[config.mk]
export PLATFORM = sky130hd
export DESIGN_NAME = gbn_ctrl
export DESIGN_NICKNAME = d
export VERILOG_FILES = /design/src/rtl/gbn_pkg.sv /design/src/rtl/gbn_ctrl.sv
export SDC_FILE = /design/constraint.sdc
export NUM_CORES = 1
export LEC_CHECK = 0
export BUFFER_PORTS_ARGS = -buffer_cell sky130_fd_sc_hd__buf_2
export CAP_MARGIN = 10
export CORE_AREA = 5 5 50 52
export DETAILED_ROUTE_END_ITERATION = 12
export DIE_AREA = 0 0 55 57
export PLACE_DENSITY_LB_ADDON = 0.3
export SYNTH_ARGS = -nofsm -noshare
export SYNTH_HDL_FRONTEND = slang
export SYNTH_SLANG_ARGS = --single-unit
[constraint.sdc]
create_clock -name clk -period 2.5 [get_ports clk]
set_clock_uncertainty 0.05 [all_clocks]
set_input_delay 0.125 -clock clk [delete_from_list [all_inputs] [get_ports clk]]
set_output_delay 0.125 -clock clk [all_outputs]
set_load 0.05 [all_outputs]
[src/rtl/gbn_pkg.sv]
// Shared widths, data types and control bundles of the greedy box suppression unit.
`timescale 1ns / 1ps
package gbn_pkg;

	localparam int MaxBoxesDefault = 64;
	localparam int IDX_W   = 6;
	localparam int CNT_W   = 7;
	localparam int CRD_W   = 16;
	localparam int BOX_W   = 4 * CRD_W;
	localparam int SCORE_W = 16;
	localparam int LIM_W   = 16;
	localparam logic [LIM_W-1:0] LIMIT_RESET = 16'd32768;

	typedef struct packed {
		logic load_wr;
		logic set_n;
		logic clr_i;
		logic inc_i;
		logic clr_j;
		logic j_from_i;
		logic inc_j;
		logic rd_score_i;
		logic rd_score_j;
		logic lat_si;
		logic clr_r;
		logic cmp_r;
		logic wr_rank;
		logic rd_rank_i;
		logic rd_rank_j;
		logic lat_idx;
		logic rd_box_a;
		logic lat_a;
		logic area_a;
		logic rd_box_c;
		logic st1;
		logic st2;
		logic st3;
		logic st4;
		logic st5;
		logic emit;
		logic emit_last;
		logic clr_set;
	} gbn_cmd_t;

	typedef struct packed {
		logic load_end;
		logic i_done;
		logic j_done;
		logic rd_flagged;
		logic have_pend;
		logic out_free;
	} gbn_status_t;

endpackage

[src/rtl/gbn_ctrl.sv]
// Controller: sequences loading, ranking, the greedy walk and result hand-off.
`timescale 1ns / 1ps
module gbn_ctrl (
	input  logic                 clk,
	input  logic                 arst_n,
	input  logic                 in_valid,
	output logic                 in_ready,
	input  gbn_pkg::gbn_status_t st,
	output gbn_pkg::gbn_cmd_t    cmd
);

	localparam logic [4:0] S_LOAD    = 5'd0;
	localparam logic [4:0] S_RK_I    = 5'd1;
	localparam logic [4:0] S_RK_LI   = 5'd2;
	localparam logic [4:0] S_RK_J    = 5'd3;
	localparam logic [4:0] S_RK_C    = 5'd4;
	localparam logic [4:0] S_RK_WR   = 5'd5;
	localparam logic [4:0] S_RK_ICHK = 5'd6;
	localparam logic [4:0] S_W_ICHK  = 5'd7;
	localparam logic [4:0] S_W_RDR   = 5'd8;
	localparam logic [4:0] S_W_CHK   = 5'd9;
	localparam logic [4:0] S_W_RDA   = 5'd10;
	localparam logic [4:0] S_W_LDA   = 5'd11;
	localparam logic [4:0] S_W_AREA  = 5'd12;
	localparam logic [4:0] S_W_EMIT  = 5'd13;
	localparam logic [4:0] S_W_JCHK  = 5'd14;
	localparam logic [4:0] S_W_RDRJ  = 5'd15;
	localparam logic [4:0] S_W_RDB   = 5'd16;
	localparam logic [4:0] S_W_S1    = 5'd17;
	localparam logic [4:0] S_W_S2    = 5'd18;
	localparam logic [4:0] S_W_S3    = 5'd19;
	localparam logic [4:0] S_W_S4    = 5'd20;
	localparam logic [4:0] S_W_S5    = 5'd21;
	localparam logic [4:0] S_W_NEXTI = 5'd22;
	localparam logic [4:0] S_W_LAST  = 5'd23;

	logic [4:0] state_q, state_d;

	always_ff @(posedge clk or negedge arst_n) begin
		if (!arst_n) begin
			state_q <= S_LOAD;
		end else begin
			state_q <= state_d;
		end
	end

	assign in_ready = (state_q == S_LOAD);

	always_comb begin
		cmd     = '0;
		state_d = state_q;
		unique case (state_q)
			S_LOAD: begin
				if (in_valid) begin
					cmd.load_wr = 1'b1;
					if (st.load_end) begin
						cmd.set_n = 1'b1;
						state_d   = S_RK_I;
					end
				end
			end
			S_RK_I: begin
				cmd.rd_score_i = 1'b1;
				cmd.clr_r      = 1'b1;
				cmd.clr_j      = 1'b1;
				state_d        = S_RK_LI;
			end
			S_RK_LI: begin
				cmd.lat_si = 1'b1;
				state_d    = S_RK_J;
			end
			S_RK_J: begin
				if (st.j_done) begin
					state_d = S_RK_WR;
				end else begin
					cmd.rd_score_j = 1'b1;
					state_d        = S_RK_C;
				end
			end
			S_RK_C: begin
				cmd.cmp_r = 1'b1;
				cmd.inc_j = 1'b1;
				state_d   = S_RK_J;
			end
			S_RK_WR: begin
				cmd.wr_rank = 1'b1;
				cmd.inc_i   = 1'b1;
				state_d     = S_RK_ICHK;
			end
			S_RK_ICHK: begin
				if (st.i_done) begin
					cmd.clr_i = 1'b1;
					state_d   = S_W_ICHK;
				end else begin
					state_d = S_RK_I;
				end
			end
			S_W_ICHK: begin
				state_d = st.i_done ? S_W_LAST : S_W_RDR;
			end
			S_W_RDR: begin
				cmd.rd_rank_i = 1'b1;
				state_d       = S_W_CHK;
			end
			S_W_CHK: begin
				cmd.lat_idx = 1'b1;
				if (st.rd_flagged) begin
					cmd.inc_i = 1'b1;
					state_d   = S_W_ICHK;
				end else begin
					state_d = S_W_RDA;
				end
			end
			S_W_RDA: begin
				cmd.rd_box_a = 1'b1;
				state_d      = S_W_LDA;
			end
			S_W_LDA: begin
				cmd.lat_a = 1'b1;
				state_d   = S_W_AREA;
			end
			S_W_AREA: begin
				cmd.area_a = 1'b1;
				state_d    = S_W_EMIT;
			end
			S_W_EMIT: begin
				if (!st.have_pend || st.out_free) begin
					cmd.emit     = 1'b1;
					cmd.j_from_i = 1'b1;
					state_d      = S_W_JCHK;
				end
			end
			S_W_JCHK: begin
				state_d = st.j_done ? S_W_NEXTI : S_W_RDRJ;
			end
			S_W_RDRJ: begin
				cmd.rd_rank_j = 1'b1;
				state_d       = S_W_RDB;
			end
			S_W_RDB: begin
				cmd.rd_box_c = 1'b1;
				state_d      = S_W_S1;
			end
			S_W_S1: begin
				cmd.st1 = 1'b1;
				state_d = S_W_S2;
			end
			S_W_S2: begin
				cmd.st2 = 1'b1;
				state_d = S_W_S3;
			end
			S_W_S3: begin
				cmd.st3 = 1'b1;
				state_d = S_W_S4;
			end
			S_W_S4: begin
				cmd.st4 = 1'b1;
				state_d = S_W_S5;
			end
			S_W_S5: begin
				cmd.st5   = 1'b1;
				cmd.inc_j = 1'b1;
				state_d   = S_W_JCHK;
			end
			S_W_NEXTI: begin
				cmd.inc_i = 1'b1;
				state_d   = S_W_ICHK;
			end
			S_W_LAST: begin
				if (st.out_free) begin
					cmd.emit_last = 1'b1;
					cmd.clr_set   = 1'b1;
					state_d       = S_LOAD;
				end
			end
			default: begin
				state_d = S_LOAD;
			end
		endcase
	end

endmodule

# After elaboration in Yosys (flattened, before gate mapping)
# Index checks and enable logic that the tools add are counted.
# totals
reg_bits,5
in_bits,9
output_inout_bits,29
wordCells,75
# op_classes
n_reduce_logical,7
n_eq_ne,27
muxes,40
# op_table
cell,n
$pmux 5 s23,1
$eq 5x4->1 const B,8
$eq 5x5->1 const B,8
$mux 5,6
$mux 1,26
$eq 5x3->1 const B,4
$eq 5x2->1 const B,2
$mux 2,4
$ne 2x2->1 const B,3
$reduce_or 2->1,3
$eq 5x1->1 const B,1
$logic_not 5->1,1
$mux 4,1
$reduce_and 4->1,1
$mux 3,1
$ne 2x1->1 const B,1
$pmux 1 s2,1
$logic_not 1->1,1
$logic_or 1x1->1,1

# Longest topological paths before layout
# Gate-level depths: netlist of the first run.
# depth
depth_word,4
ltp_mapped,7

# Worst setup path after synthesis of the first run
# Ideal clock, no wire load.
# synth_timing
path_type,reg-to-output
startpoint,register state_q[4]
endpoint,output cmd[22] (netlist name)
path_buffers,2
stages_incl_launch_ff,5
setup_slack_ns,-1.415
arrival_ns,3.740
path_cell_list,dfrtp_1 -> nand2b_1 -> buf_2 -> a2111oi_0 -> buf_4
# synth_lines
element,line,source
"start, declared",gbn_ctrl.sv:37,"logic [4:0] state_q, state_d;"
"start signal, assigned",gbn_ctrl.sv:43,state_q <= state_d;
"end, declared",gbn_ctrl.sv:9,output gbn_pkg::gbn_cmd_t cmd

==> results of run 1 <==
==> logic make-up after synthesis <==
kind of cell | count (synthesis) | share of synthesized area, %
and+or+nand+nor | 69 | 45.8
AOI/OAI and AO/OA | 24 | 21.2
buffers and inverters | 18 | 13.8
DFF | 5 | 16.6
muxes | 2 | 2.65
==> area by class of cell <==
class | count | area, µm²
Fill cell | 224 | 1120
Tap cell | 28 | 35.0
Multi-Input combinational cell | 95 | 537
Inverter | 4 | 17.5
Timing Repair Buffer | 39 | 203
Clock buffer | 4 | 26.3
Sequential cell | 5 | 125
==> per-stage QoR <==
| stage | utilization [%] | hold slack, ns | area (µm²) | TNS (ns) |
|---|---|---|---|---|
| after floorplan | - | -0.221 | 766 | -0.00363 |
| after detailed placement | 44.0 | -0.105 | 907 | 0 |
| final | 45.7 | 0.195 | 943 | 0 |
| after global routing | 45.7 | 0.220 | 943 | 0 |
| after global placement | 44.0 | -0.109 | 907 | 0 |
| after CTS | 45.7 | 0.172 | 943 | 0 |
==> path summary, 6_finish.rpt <==
kind                       slack (ns)                     end                    from  cells past startpoint
max                              0.45                  cmd[2]  state_q[0]$_DFFE_PN0P_                      3
min                              0.19  state_q[1]$_DFFE_PN0P_                  arst_n                      2
max reg2reg                      0.65  state_q[4]$_DFFE_PN0P_  state_q[4]$_DFFE_PN0P_                      5
min reg2reg                      0.67  state_q[4]$_DFFE_PN0P_  state_q[3]$_DFFE_PN0P_                      1
max in group asynchronous        2.08  state_q[0]$_DFFE_PN0P_                  arst_n                      2
min in group clk                 0.23  state_q[3]$_DFFE_PN0P_                   st[2]                      3
==> worst max-delay path, cell delays in order, from the launching register on <==
cell and delay [ns]:
sky130_fd_sc_hd__dfrtp_1 0.67, sky130_fd_sc_hd__nand2_1 0.24, sky130_fd_sc_hd__a2111oi_2 0.40, sky130_fd_sc_hd__buf_2 0.33
==> report_power, final <==
part           switching, mW  leakage, nW  total [mW]  internal, mW
logic                  0.808        0.391        1.15         0.338
registers              0.132       0.0617       0.257         0.125
clock network         0.0300       0.0150      0.0901        0.0601
total                  0.971        0.468        1.49         0.523
==> synthesized netlist by cell type, types with 2 or more instances <==
| master | count | area share (%) |
|---|---|---|
| sky130_fd_sc_hd__a211oi_1 | 2 | 2.0 |
| sky130_fd_sc_hd__a21oi_1 | 5 | 3.3 |
| sky130_fd_sc_hd__buf_2 | 9 | 6.0 |
| sky130_fd_sc_hd__buf_4 | 4 | 4.0 |
| sky130_fd_sc_hd__dfrtp_1 | 5 | 17 |
| sky130_fd_sc_hd__inv_1 | 3 | 1.5 |
| sky130_fd_sc_hd__mux2i_1 | 2 | 2.7 |
| sky130_fd_sc_hd__nand2_1 | 12 | 6.0 |
| sky130_fd_sc_hd__nand2b_1 | 6 | 5.0 |
| sky130_fd_sc_hd__nand3_1 | 4 | 2.7 |
| sky130_fd_sc_hd__nand4_1 | 2 | 1.7 |
| sky130_fd_sc_hd__nor2_1 | 16 | 8.0 |
| sky130_fd_sc_hd__nor2b_1 | 5 | 4.1 |
| sky130_fd_sc_hd__nor3_1 | 14 | 9.3 |
| sky130_fd_sc_hd__o21ai_0 | 6 | 4.0 |
| sky130_fd_sc_hd__or2_1 | 3 | 2.5 |
| sky130_fd_sc_hd__or3_1 | 2 | 1.7 |
==> layer usage <==
layer | wire length, µm | vias to the layer above | GRT usage [%]
li1 | - | 469 | -
met1 | 924 | 409 | 23.2
met2 | 1130 | 50 | 23.8
met3 | 215 | 2 | 2.35
met4 | 21 | 0 | 2.43
met5 | 0 | - | 0
==> impl_metrics.toml, run 1 <==
[global_route]
grt_remaining_overflow = 0
largest_net_degree_at_the_start_of_global_routing = 21
vias_in_the_first_global_route = 788
grt_usage_pct = 15.5
antenna_found_initial = 0
grt_pass1_wl_um = 3750

[sta]
tightest_slew_ns = 0.540
setup_repair_after_global_routing_missed_its_margin = "no"
final_min_period_over_clock_period_pct = 82.1
fin_crit_ns = 2.05
hold_viol = 0
slew-limit-headroom_pct = 64.0
timing.final.max_slew_violations = 0
finalWorstSetupSlack_ns = 0.448
fmax_mhz = 487
setup_viol = 0

[clock_tree]
postCtsSetupBuffers = 0
clock_root_cell = "sky130_fd_sc_hd__clkbuf_4"
worst_skew_pair.late_latency_ns = 0.24
clk_path_buf_depth = 2
post_cts_resized = 0
clk_pin_slew_worst_paths_ns = 0.04
tritoncts = "done"
cts-buffers-inserted = 3
cts.sink_count = 5
cts-hold-fix-buffers = 1
cts_htree_levels = 1

[detailed_routing]
via_per_inst = 5.31
avgRoutedWirePerCell_um = 13.1
detail_route.wirelength_um = 2290
antenna_left = 0
drcViolationCount = 0
drt-pass1-iter-count = 4
routed-via-count = 930
drt-initial-drc-count = 31

[pwr]
total_leakage_power_nw = 0.468
ir_worst_vdd_uv = 623
p_per_area_nw_per_um2 = 1580
totalPowerFinal_mw = 1.49

[setup_path]
critical_path.startpoint_type = "flip-flop"
worst-endpoint-arrival_ns = 1.88
worstPathRequired_ns = 2.33
path_class = "reg2out"
end_kind = "output pin"
worstPathMaxFanout = 20

[die]
row_count = 17
core-area_um2 = 2060
initial_utilization_pct = 36.6
die_width_um = 55
num_io_pins = 38
fp.dieH_um = 57
design.die.area_um2 = 3140

[layout]
fin_nets = 157
final_cell_count_no_fill = 175
area_delta_synth_final_pct = 25.0
largest_register = "state_q"
mostFrequentLayoutCells = "sky130_fd_sc_hd__buf_2, sky130_fd_sc_hd__nor2_1, sky130_fd_sc_hd__nor3_1"
layout.cells.most_common = "sky130_fd_sc_hd__buf_2"
largest_register_ffs = 5
largest_registers = "state_q: 5 flops"
layout-drive-gt1-share_pct = 32.0
antenna_cells_inserted = 0

[logic_synthesis]
post_synth.cell_area_avg_um2 = 6.39
synthFlopType = "sky130_fd_sc_hd__dfrtp_1"
synth_warnings = 0
ys_ff_latch = 5
synthCells = 118
synth-seq-area-share_pct = 16.6
synth_fp_nets = 127
synthDistinctLibCells = 35
synthesis.area_um2 = 754
postSynth.asyncResetShare_pct = 100
synth_enable_flop_cells = 0

[run]
drv_cap = 0

[placement]
place.detailed.hpwl_um = 1760
worst_setup_slack_post_dpl_ns = 0.685
placed_cells_incl_taps = 170
place.gp.congestion = 0.821
placement.io_buffers = 37

[run_status]
outcome = "completed"

[hold_path]
hold_path_class = "in2async"
(Power assumes the default switching activity.)
==> inputs of run 2 (changes only) <==
==> constraint.sdc (replaced) <==
create_clock -name clk -period 1.8 [get_ports clk]
set_clock_uncertainty 0.05 [all_clocks]
set_input_delay 0.09 -clock clk [delete_from_list [all_inputs] [get_ports clk]]
set_output_delay 0.09 -clock clk [all_outputs]
set_load 0.05 [all_outputs]
==> run 2 against run 1 <==
  * Combinational power rose by 79%
  * First-iteration DRC count increased by 9.7%
  * Utilization is 9.9 points higher
  * Setup slack worse by 0.38 ns
  * Sequential cell count stayed put
  * Routed wire length is 9.6% higher
  * Total power rose by 66%
  * Non-clock buffer count rose by 13
  * Clock power grew 43%
  * Critical path type unchanged
  * Critical endpoint is now cmd[27]
==> impl_metrics.toml, run 2 (same netlist as run 1, synthesis figures left out) <==
[die]
core-area_um2 = 2060
die_width_um = 55
design.die.area_um2 = 3140
row_count = 17
num_io_pins = 38
initial_utilization_pct = 36.6
fp.dieH_um = 57

[global_route]
grt_usage_pct = 17.4
grt_remaining_overflow = 0
antenna_found_initial = 0
grt_pass1_wl_um = 4090
vias_in_the_first_global_route = 926
largest_net_degree_at_the_start_of_global_routing = 14

[setup_path]
critical-path-max-stage-delay_ns = 0.47
path_class = "reg2out"
cp.buffers_inverters = 1
end_kind = "output pin"
worstPathRequired_ns = 1.66
critical_path.startpoint_type = "flip-flop"
crit_path_top_delay_cell = "sky130_fd_sc_hd__dfrtp_2"
cell_type_group_with_the_largest_total_delay_on_the_critical_path = "simple AND/OR/NAND/NOR gates"
worstPathCellList = "or3_4 -> nor2_2 -> and2_2 -> buf_4"
worstPathMaxFanout = 10
worst-endpoint-arrival_ns = 1.59

[layout]
fin_nets = 170
antenna_cells_inserted = 0
layout-drive-gt1-share_pct = 49.4
area_delta_synth_final_pct = 52.2
layout.cells.most_common = "sky130_fd_sc_hd__buf_2"
largest_register = "state_q"
mostFrequentLayoutCells = "sky130_fd_sc_hd__buf_2, sky130_fd_sc_hd__nor2_1, sky130_fd_sc_hd__buf_4"
largest_register_ffs = 5
n_fill_cell = 216
final_cell_count_no_fill = 188
largest_registers = "state_q: 5 flops"

[sta]
setup_viol = 0
tightest_slew_ns = 0.353
fin_crit_ns = 1.73
timing.final.max_slew_violations = 0
timing.setup.tns_ns = 0
hold_viol = 0
slew-limit-headroom_pct = 76.5
final_min_period_over_clock_period_pct = 96.2
fmax_mhz = 578

[detailed_routing]
drcViolationCount = 0
drt-pass1-iter-count = 4
drt-initial-drc-count = 34
antenna_left = 0
via_per_inst = 5.36
detail_route.wirelength_um = 2510
avgRoutedWirePerCell_um = 13.4
routed-via-count = 1008

[clock_tree]
clock_root_cell = "sky130_fd_sc_hd__clkbuf_4"
cts.sink_count = 5
clk_pin_slew_worst_paths_ns = 0.04
cts_htree_levels = 1
worst_skew_pair.late_latency_ns = 0.24
tritoncts = "done"
clk_path_buf_depth = 2
cts-buffers-inserted = 3

[placement]
placed_cells_incl_taps = 178
place.gp.congestion = 0.838
place.detailed.hpwl_um = 1930
placement.io_buffers = 37

[run]
drv_cap = 0

[pwr]
ir_worst_vdd_uv = 1080
total_leakage_power_nw = 0.547
p_per_area_nw_per_um2 = 2160

[hold_path]
hold_path_class = "in2async"

[run_status]
outcome = "completed"
run 2: final timing paths:
kind | endpoint | cells after the start | slack (ns) | startpoint
max | cmd[27] | 4 | 0.07 | state_q[0]$_DFFE_PN0P_
min | state_q[4]$_DFFE_PN0P_ | 2 | 0.15 | arst_n
max reg2reg | state_q[2]$_DFFE_PN0P_ | 7 | 0.10 | state_q[2]$_DFFE_PN0P_
min reg2reg | state_q[4]$_DFFE_PN0P_ | 2 | 0.68 | state_q[3]$_DFFE_PN0P_
max in group asynchronous | state_q[1]$_DFFE_PN0P_ | 2 | 1.41 | arst_n
min in group clk | state_q[3]$_DFFE_PN0P_ | 3 | 0.18 | st[2]
run 2: worst register-to-register path, stage by stage, from the launching register on:
cell and delay [ns]:
sky130_fd_sc_hd__dfrtp_2 0.42, sky130_fd_sc_hd__clkbuf_2 0.19, sky130_fd_sc_hd__buf_4 0.13, sky130_fd_sc_hd__inv_1 0.05
sky130_fd_sc_hd__or4_1 0.49, sky130_fd_sc_hd__a21oi_1 0.15, sky130_fd_sc_hd__nor3_1 0.07, sky130_fd_sc_hd__nand3_1 0.07
run 2: routing by layer:
metal | share of wire [%] | vias to the layer above | wire length (µm) | global-route usage [%]
li1 | - | 500 | - | -
met1 | 41 | 471 | 1040 | 22.8
met2 | 52 | 37 | 1300 | 27.9
met3 | 7.0 | 0 | 176 | 4.70
met4 | 0 | 0 | 0 | 4.17
met5 | 0 | - | 0 | 0
run 2: cell type report:
cell class | count | area [µm²] | area share, %
Multi-Input combinational cell | 95 | 626 | 54.5
Timing Repair Buffer | 52 | 315 | 27.5
Sequential cell | 5 | 129 | 11.2
Clock buffer | 4 | 26.3 | 2.29
Inverter | 4 | 17.5 | 1.53
Tap cell | 28 | 35.0 | 3.05
run 2: per-stage QoR:
stage	setup WS, ns	instance area (µm²)	util [%]	power [mW]	hold WS (ns)
finish	0.0687	1150	55.7	2.48	0.147
global route	-0.0154	1150	55.7	2.68	0.153
CTS	0.00528	1090	52.8	2.37	0.131
detailed placement	0.121	1040	50.5	2.20	-0.143
global placement	0.190	1040	50.5	2.18	-0.147
floorplan	-0.288	852	-	1.85	-0.256
run 2: power breakdown:
part / switching [mW] / internal [mW]
combinational: 1.36 / 0.708
clock: 0.0456 / 0.0838
sequential: 0.104 / 0.183
run 2: what timing repair did:
action / CTS / global route
gates resized for setup: 4 / 12
hold buffers: 1 / 0
setup buffers: 0 / 5
endpoints found under the hold margin: 5 / 0
endpoints found under the setup margin: 7 / 14
